==> src/design/cbm_pkg.sv <==
// Shared types and constants for the cartridge bank mapper.
// No dependencies; used by every module of the block.
package cbm_pkg;

  localparam int unsigned ADDR_W     = 16;
  localparam int unsigned DATA_W     = 8;
  localparam int unsigned PADDR_W    = 23;
  localparam int unsigned ROM_BANK_W = 9;
  localparam int unsigned RAM_BANK_W = 4;
  localparam int unsigned MAPPER_W   = 3;
  localparam int unsigned COUNT_W    = 10;
  localparam int unsigned RSIZE_W    = 18;
  localparam int unsigned CFG_IDX_W  = 2;
  localparam int unsigned CFG_DATA_W = 18;

  localparam logic [MAPPER_W-1:0] MAPPER_NONE = 3'd0;
  localparam logic [MAPPER_W-1:0] MAPPER_ROM  = 3'd1;
  localparam logic [MAPPER_W-1:0] MAPPER_MBC1 = 3'd2;
  localparam logic [MAPPER_W-1:0] MAPPER_MBC2 = 3'd3;
  localparam logic [MAPPER_W-1:0] MAPPER_MBC3 = 3'd4;
  localparam logic [MAPPER_W-1:0] MAPPER_MBC5 = 3'd5;

  localparam logic [CFG_IDX_W-1:0] CFG_MAPPER_TYPE    = 2'd0;
  localparam logic [CFG_IDX_W-1:0] CFG_ROM_BANK_COUNT = 2'd1;
  localparam logic [CFG_IDX_W-1:0] CFG_EXT_RAM_SIZE   = 2'd2;

  localparam logic [3:0] RAM_ENABLE_KEY = 4'b1010;

  typedef struct packed {
    logic [MAPPER_W-1:0] mapper_type;
    logic [COUNT_W-1:0]  rom_bank_count;
    logic [RSIZE_W-1:0]  ext_ram_size;
  } cfg_t;

  typedef struct packed {
    logic [4:0]            low_bank_select;
    logic [1:0]            upper_bank_select;
    logic                  advanced_mode;
    logic [ROM_BANK_W-1:0] rom_bank;
    logic [RAM_BANK_W-1:0] ram_bank;
    logic                  ram_enabled;
  } bank_state_t;

  typedef struct packed {
    logic              action;
    logic [ADDR_W-1:0] address;
    logic [DATA_W-1:0] write_data;
  } item_t;

  typedef struct packed {
    logic               rom_read;
    logic               ram_read;
    logic               ram_write;
    logic [PADDR_W-1:0] physical_address;
    logic               open_bus;
    logic               pad_high_nibble;
  } result_t;

endpackage

==> src/design/cbm_regs.sv <==
// Configuration registers and mapper bank registers.
// Depends on cbm_pkg.
module cbm_regs (
  input  logic                           clk,
  input  logic                           rst_n,
  input  logic                           cfg_we,
  input  logic [cbm_pkg::CFG_IDX_W-1:0]  cfg_index,
  input  logic [cbm_pkg::CFG_DATA_W-1:0] cfg_data,
  input  logic                           upd_en,
  input  cbm_pkg::item_t                 item,
  output cbm_pkg::cfg_t                  cfg,
  output cbm_pkg::bank_state_t           bank
);

  cbm_pkg::cfg_t        cfg_r;
  cbm_pkg::bank_state_t bank_r, bank_nxt;
  logic [cbm_pkg::DATA_W-1:0] val;
  logic [2:0]                 a_hi;

  always_ff @(posedge clk) begin
    if (!rst_n) begin
      cfg_r.mapper_type    <= cbm_pkg::MAPPER_NONE;
      cfg_r.rom_bank_count <= 10'd2;
      cfg_r.ext_ram_size   <= 18'd8192;
    end else if (cfg_we) begin
      case (cfg_index)
        cbm_pkg::CFG_MAPPER_TYPE:    cfg_r.mapper_type    <= cfg_data[cbm_pkg::MAPPER_W-1:0];
        cbm_pkg::CFG_ROM_BANK_COUNT: cfg_r.rom_bank_count <= cfg_data[cbm_pkg::COUNT_W-1:0];
        cbm_pkg::CFG_EXT_RAM_SIZE:   cfg_r.ext_ram_size   <= cfg_data[cbm_pkg::RSIZE_W-1:0];
        default: ;
      endcase
    end
  end

  // address bits 14:12 select the register window below 0x8000
  assign val  = item.write_data;
  assign a_hi = item.address[14:12];

  always_comb begin
    bank_nxt = bank_r;
    if (upd_en) begin
      case (cfg_r.mapper_type)
        cbm_pkg::MAPPER_MBC1: begin
          case (a_hi[2:1])
            2'b00:   bank_nxt.ram_enabled       = (val[3:0] == cbm_pkg::RAM_ENABLE_KEY);
            2'b01:   bank_nxt.low_bank_select   = val[4:0];
            2'b10:   bank_nxt.upper_bank_select = val[1:0];
            default: bank_nxt.advanced_mode     = val[0];
          endcase
        end
        cbm_pkg::MAPPER_MBC2: begin
          if (!a_hi[2]) begin
            if (item.address[8]) bank_nxt.rom_bank = {5'd0, val[3:0]};
            else bank_nxt.ram_enabled = (val[3:0] == cbm_pkg::RAM_ENABLE_KEY);
          end
        end
        cbm_pkg::MAPPER_MBC3: begin
          if (a_hi[2:1] == 2'b01) begin
            bank_nxt.rom_bank = {1'b0, val};
          end else if (a_hi[2:1] == 2'b10 && val[7:3] == 5'd0) begin
            bank_nxt.ram_bank = val[cbm_pkg::RAM_BANK_W-1:0];
          end
        end
        cbm_pkg::MAPPER_MBC5: begin
          if (a_hi == 3'b010) begin
            bank_nxt.rom_bank = {bank_r.rom_bank[8], val};
          end else if (a_hi == 3'b011) begin
            bank_nxt.rom_bank = {val[0], bank_r.rom_bank[7:0]};
          end else if (a_hi[2:1] == 2'b10) begin
            bank_nxt.ram_bank = val[cbm_pkg::RAM_BANK_W-1:0];
          end
        end
        default: ;
      endcase
    end
  end

  always_ff @(posedge clk) begin
    if (!rst_n) begin
      bank_r <= '0;
    end else begin
      bank_r <= bank_nxt;
    end
  end

  assign cfg  = cfg_r;
  assign bank = bank_r;

endmodule

==> src/design/cbm_xlate.sv <==
// Address translation: ROM/RAM strobes, physical address and read flags.
// Depends on cbm_pkg.
module cbm_xlate (
  input  cbm_pkg::item_t       item,
  input  cbm_pkg::cfg_t        cfg,
  input  cbm_pkg::bank_state_t bank,
  output cbm_pkg::result_t     res
);

  logic [cbm_pkg::COUNT_W-1:0]    count_m1;
  logic [cbm_pkg::ROM_BANK_W-1:0] rom_mask;
  logic [cbm_pkg::ROM_BANK_W-1:0] rbank;
  logic [4:0]                     low_sel;
  logic [cbm_pkg::ROM_BANK_W-1:0] rom_bank_nz;
  logic [cbm_pkg::RSIZE_W-1:0]    size_m1;
  logic [14:0]                    mbc1_off;
  logic [cbm_pkg::PADDR_W-1:0]    ram_pa;
  logic                           ram_ok;
  logic                           pad;
  logic                           hi;
  logic                           rom_space;
  logic                           ram_space;
  logic [12:0]                    off13;

  assign count_m1    = cfg.rom_bank_count - 10'd1;
  assign rom_mask    = count_m1[cbm_pkg::ROM_BANK_W-1:0];
  assign size_m1     = cfg.ext_ram_size - 18'd1;
  assign low_sel     = (bank.low_bank_select == 5'd0) ? 5'd1 : bank.low_bank_select;
  assign rom_bank_nz = (bank.rom_bank == '0) ? 9'd1 : bank.rom_bank;
  assign hi          = item.address[14];
  assign off13       = item.address[12:0];
  assign rom_space   = !item.address[15];
  assign ram_space   = item.address[15:13] == 3'b101;
  assign mbc1_off    = ({bank.advanced_mode ? bank.upper_bank_select : 2'b00, off13})
                       & size_m1[14:0];

  always_comb begin
    case (cfg.mapper_type)
      cbm_pkg::MAPPER_MBC1: begin
        if (!hi) rbank = bank.advanced_mode ? {2'b00, bank.upper_bank_select, 5'd0} : '0;
        else rbank = {2'b00, bank.upper_bank_select, low_sel};
        rbank = rbank & rom_mask;
      end
      cbm_pkg::MAPPER_MBC2,
      cbm_pkg::MAPPER_MBC3: rbank = hi ? (rom_bank_nz & rom_mask) : '0;
      cbm_pkg::MAPPER_MBC5: rbank = hi ? (bank.rom_bank & rom_mask) : '0;
      default:              rbank = {8'd0, hi};
    endcase
  end

  always_comb begin
    ram_ok = 1'b1;
    pad    = 1'b0;
    ram_pa = {10'd0, off13};
    case (cfg.mapper_type)
      cbm_pkg::MAPPER_NONE: ram_ok = 1'b0;
      cbm_pkg::MAPPER_MBC1: begin
        ram_ok = bank.ram_enabled;
        ram_pa = {8'd0, mbc1_off};
      end
      cbm_pkg::MAPPER_MBC2: begin
        ram_ok = bank.ram_enabled;
        pad    = 1'b1;
        ram_pa = {14'd0, off13[8:0]};
      end
      cbm_pkg::MAPPER_MBC3,
      cbm_pkg::MAPPER_MBC5: ram_pa = {6'd0, bank.ram_bank, off13};
      default: ;
    endcase
  end

  always_comb begin
    res = '0;
    if (rom_space) begin
      if (!item.action) begin
        if (cfg.mapper_type == cbm_pkg::MAPPER_NONE) begin
          res.open_bus = 1'b1;
        end else begin
          res.rom_read         = 1'b1;
          res.physical_address = {rbank, item.address[13:0]};
        end
      end
    end else if (ram_space) begin
      if (ram_ok) begin
        res.physical_address = ram_pa;
        if (item.action) begin
          res.ram_write = 1'b1;
        end else begin
          res.ram_read        = 1'b1;
          res.pad_high_nibble = pad;
        end
      end else if (!item.action) begin
        res.open_bus = 1'b1;
      end
    end
  end

endmodule

==> src/design/cartridge_bank_mapper.sv <==
// Cartridge bank mapper: input register, bank registers, translation, result register.
// Depends on cbm_pkg, cbm_regs and cbm_xlate.
//
// Takes one bus access per cycle unless out_ready stalls the output, and gives
// exactly one result item for each, in order. An item passes an input register, then
// the result register, which holds it while out_ready is low; throughput is one item
// per cycle when not stalled, set by the single translation stage between those
// registers. Bank register writes take effect for the next item. in_ready follows
// out_ready while both registers hold items. Configuration is written through cfg_we,
// cfg_index and cfg_data and must only change while no item is in flight.
module cartridge_bank_mapper (
  input  logic                                clk,
  input  logic                                rst_n,
  input  logic                                cfg_we,
  input  logic [cbm_pkg::CFG_IDX_W-1:0]       cfg_index,
  input  logic [cbm_pkg::CFG_DATA_W-1:0]      cfg_data,
  input  logic                                in_valid,
  output logic                                in_ready,
  input  logic                                in_action,
  input  logic [cbm_pkg::ADDR_W-1:0]          in_address,
  input  logic [cbm_pkg::DATA_W-1:0]          in_write_data,
  output logic                                out_valid,
  input  logic                                out_ready,
  output logic                                out_rom_read,
  output logic                                out_ram_read,
  output logic                                out_ram_write,
  output logic [cbm_pkg::PADDR_W-1:0]         out_physical_address,
  output logic                                out_open_bus,
  output logic                                out_pad_high_nibble
);

  cbm_pkg::item_t       item_r;
  logic                 item_vld_r;
  cbm_pkg::result_t     res_r, res_nxt;
  logic                 res_vld_r;
  logic                 adv;
  logic                 upd_en;
  cbm_pkg::cfg_t        cfg;
  cbm_pkg::bank_state_t bank;

  assign adv      = item_vld_r && (!res_vld_r || out_ready);
  assign in_ready = !item_vld_r || adv;
  assign upd_en   = adv && item_r.action && !item_r.address[15];

  always_ff @(posedge clk) begin
    if (!rst_n) begin
      item_vld_r <= 1'b0;
    end else if (in_ready) begin
      item_vld_r <= in_valid;
    end
  end

  always_ff @(posedge clk) begin
    if (in_valid && in_ready) begin
      item_r <= '{action: in_action, address: in_address, write_data: in_write_data};
    end
  end

  cbm_regs u_regs (
    .clk       (clk),
    .rst_n     (rst_n),
    .cfg_we    (cfg_we),
    .cfg_index (cfg_index),
    .cfg_data  (cfg_data),
    .upd_en    (upd_en),
    .item      (item_r),
    .cfg       (cfg),
    .bank      (bank)
  );

  cbm_xlate u_xlate (
    .item (item_r),
    .cfg  (cfg),
    .bank (bank),
    .res  (res_nxt)
  );

  always_ff @(posedge clk) begin
    if (!rst_n) begin
      res_vld_r <= 1'b0;
    end else if (adv) begin
      res_vld_r <= 1'b1;
    end else if (out_ready) begin
      res_vld_r <= 1'b0;
    end
  end

  always_ff @(posedge clk) begin
    if (adv) begin
      res_r <= res_nxt;
    end
  end

  assign out_valid            = res_vld_r;
  assign out_rom_read         = res_r.rom_read;
  assign out_ram_read         = res_r.ram_read;
  assign out_ram_write        = res_r.ram_write;
  assign out_physical_address = res_r.physical_address;
  assign out_open_bus         = res_r.open_bus;
  assign out_pad_high_nibble  = res_r.pad_high_nibble;

endmodule

==> config.mk <==
export PLATFORM = sky130hd
export DESIGN_NAME = cartridge_bank_mapper
export DESIGN_NICKNAME = d
export VERILOG_FILES = /design/src/design/cbm_pkg.sv /design/src/design/cbm_regs.sv /design/src/design/cbm_xlate.sv /design/src/design/cartridge_bank_mapper.sv
export SDC_FILE = /design/constraint.sdc
export NUM_CORES = 1
export LEC_CHECK = 0
export BUFFER_PORTS_ARGS = -buffer_cell sky130_fd_sc_hd__buf_2
export CAP_MARGIN = 10
export CORE_ASPECT_RATIO = 1.2
export CORE_MARGIN = 4
export CORE_UTILIZATION = 50
export CTS_CLUSTER_SIZE = 24
export DETAILED_ROUTE_END_ITERATION = 10
export PLACE_DENSITY = 0.72
export SLEW_MARGIN = 30
export SYNTH_ARGS = -nofsm -noshare
export SYNTH_HDL_FRONTEND = slang
export SYNTH_SLANG_ARGS = --single-unit
export TNS_END_PERCENT = 30
==> constraint.sdc <==
create_clock -name clk -period 3.6 [get_ports clk]
set_input_delay 0.18 -clock clk [delete_from_list [all_inputs] [get_ports clk]]
set_output_delay 0.18 -clock clk [all_outputs]
set_load 0.02 [all_outputs]
==> results.py <==
metrics = {
    "yosys": {
        "syn_area_per_cell_um2": 10.5,
        "synth_xor_area_share_pct": 3.11,
        "async_flop_share_pct": 0,
        "netlist_area_um2": 4790,
        "synth-simple-area-share_pct": 20.6,
        "ys.flop_type": "edfxtp_1",
        "synth_compound_area_share_pct": 13.2,
        "synthAdderAreaFrac_pct": 0.522,
        "synth_top_family_by_area": "simple AND/OR/NAND/NOR gates",
        "synth-seq-area-share_pct": 54.5,
        "synthCells": 456,
        "ys_warn_count": 0,
        "ys_seq_elements": 104,
        "synth_fp_nets": 508,
        "synthMuxAreaShare_pct": 4.62,
        "synth_cell_types": 61,
        "synth_edf_count": 53,
    },
    "cells_and_area": {
        "n_antenna_cell": 0,
        "stdcell_count": 675,
        "drive_above_1_share_pct": 20.4,
        "regArea_um2": 2610,
        "post-route-util_pct": 61.7,
        "syn_to_final_growth_pct": 18.2,
        "final_cell_mix": "76 x buf_2, 62 x nand2_1, 53 x edfxtp_1, 51 x dfxtp_1, 38 x a21oi_1",
        "final_common_cell": "buf_2",
        "nNetsFinal": 602,
        "nFillCells": 781,
        "multi_input_area_um2": 2020,
    },
    "clock_network": {
        "ctsHoldBuffers": 26,
        "clock-root-buffer": "clkbuf_8",
        "cts_buffers": 9,
        "cts_tree": "done",
        "clock_latency_ps": 380,
        "post-cts-setup-buffer-count": 0,
        "cts_resized": 0,
        "cts_htree_levels": 3,
        "clock-sinks": 104,
        "clock_path_buffers": 2,
        "clk_pin_slew_ps": 90,
    },
    "route": {
        "drt_iter0_drc": 225,
        "drcViolationCount": 0,
        "route.met2.wl_mm": 5.78,
        "vias": 3914,
        "post_drt_via_cell_ratio": 5.80,
        "met3WireLength_um": 751,
        "routed.top_layer": "met4",
        "first_pass_iters": 5,
        "routed_wl_mm": 11.9,
        "ant_nets": 0,
        "wl_met1_mm": 4.87,
        "wire_per_inst_um": 17.7,
    },
    "global_route": {
        "gr-total-overflow": 0,
        "grt_util_all_layers_pct": 21.9,
        "antenna_found_initial": 0,
        "grt_pass1_wl_mm": 19.1,
        "grt_pass1_vias": 3718,
        "grt_start_max_net_pins": 40,
    },
    "floorplanning": {
        "io_pins": 80,
        "rows": 38,
        "design.core.area_um2": 9180,
        "dieArea_um2": 11200,
        "die_height_um": 115,
        "die_w_um": 97.4,
        "initial_utilization_pct": 52.2,
    },
    "pwr": {
        "leakage_nw": 2.11,
        "powerDensity_nw_per_um2": 389,
        "ir_drop_mv": 0.215,
    },
    "placement": {
        "io_buffers": 76,
        "dp_hpwl_mm": 8.62,
        "place_congestion": 0.936,
        "dp.cells": 633,
        "dpl_worst_slack_ps": 1380,
    },
    "timing": {
        "tightestPinTransition_ps": 835,
        "drv_slew": 0,
        "rsz0062_at_grt": "no",
        "setup_viol": 0,
        "worst_slack_ps": 1360,
        "slew_headroom_pct": 44.2,
        "totalNegativeSetupSlack_ps": 0,
        "hold_viol": 0,
        "period_share_pct": 62.3,
        "period_needed_ps": 2240,
        "fmax_mhz": 446,
        "skew_ps": 13.8,
    },
    "min_path": {
        "hold_path.class": "input port to register",
        "hp-start": "cfg_data[14]",
    },
    "outcome": {
        "outcome": "finished clean",
    },
    "setup_path": {
        "worstPathArrival_ps": 2380,
        "r2r_start": "u_regs.cfg[29]",
        "cp_max_fo": 17,
        "crit_start": "u_regs.cfg[29]",
        "start_kind": "register",
        "critPathRequiredTime_ps": 3740,
        "worstSetupPathType": "register to register",
        "worst_setup_path_end_kind": "register",
    },
    "job": {
        "cap_viol_max_count": 0,
    },
}
[layout make-up]
class	count	share of cell area [%]
clock buffers	11	2.32
clock inverters	5	0.552
inverters	12	0.795
multi-input cells	316	35.6
flip-flops and latches	104	46.1
well taps	120	2.65
repair buffers	107	12.0
[synthesized netlist by cell type (4+ instances only)]
library cell	count	area, µm²
a211oi_1	6	45.0
a21oi_1	38	190
a22oi_1	5	37.5
buf_2	5	25.0
clkbuf_1	13	48.8
dfxtp_1	51	1020
edfxtp_1	53	1590
inv_1	12	45.0
mux2i_1	21	210
nand2_1	62	233
nand2b_1	7	43.8
nand3_1	15	75.1
nand3b_1	4	30.0
nand4_1	4	25.0
nor2_1	29	109
nor3_1	8	40.0
nor4_1	9	56.3
o21a_1	5	37.5
o21ai_0	16	80.1
o311a_1	6	60.1
o31ai_1	6	45.0
xnor2_1	10	87.6
xor2_1	7	61.3
[state kept, by name, summed over array words and instances, names as in the netlist]
name,cells
item_vld_r,1
out_open_bus,1
out_valid,1
out_pad_high_nibble,1
u_regs.bank,22
item_r,25
u_regs.cfg,27
out_ram_read,1
out_physical_address,23
out_rom_read,1
out_ram_write,1
[cells by family (layout without fill, tap and decap cells)]
family	after synthesis	after routing
simple gates	179	179
xor+xnor	17	17
mux	22	22
buf+inv	36	135
fa+ha+maj	2	2
compound gates	96	96
flops	104	104
[metrics by stage]
stage	hold WS [ps]	cell area [µm²]	power, W
2_1_floorplan	279	4790	0.00148
3_3_place_gp	356	5240	0.00155
3_5_place_dp	358	5240	0.00156
4_1_cts	11.6	5660	0.00222
5_1_grt	17.5	5660	0.00229
6_report	26.7	5660	0.00220
[metal layers]
| layer | vias to the layer above | GRT usage [%] |
|---|---|---|
| met2 | 171 | 36.6 |
| met5 | - | 0 |
| li1 | 1871 | - |
| met3 | 35 | 4.61 |
| met4 | 0 | 13.6 |
| met1 | 1837 | 26.1 |
[path summary, 6_finish.rpt]
check	endpoint	slack [ps]	cells past startpoint
hold reg to reg	u_regs.bank[1]	470	2
setup / recovery	out_physical_address[7]	1360	4
setup reg to reg	out_physical_address[7]	1360	4
hold / removal	u_regs.cfg[14]	30	3
[power by group]
group | internal (W) | total (W) | switching, W
combinational | 0.000103 | 0.000232 | 0.000129
clock | 0.000251 | 0.000644 | 0.000393
sequential | 0.00129 | 0.00133 | 0.0000421
[worst max-delay path, cell delays in order (launching register included)]
cell      delay, ps
dfxtp_1         650
nor2b_1         160
o311ai_2        760
nand2b_1        240
o311a_1         190
Power figures use the tool's default switching activity.
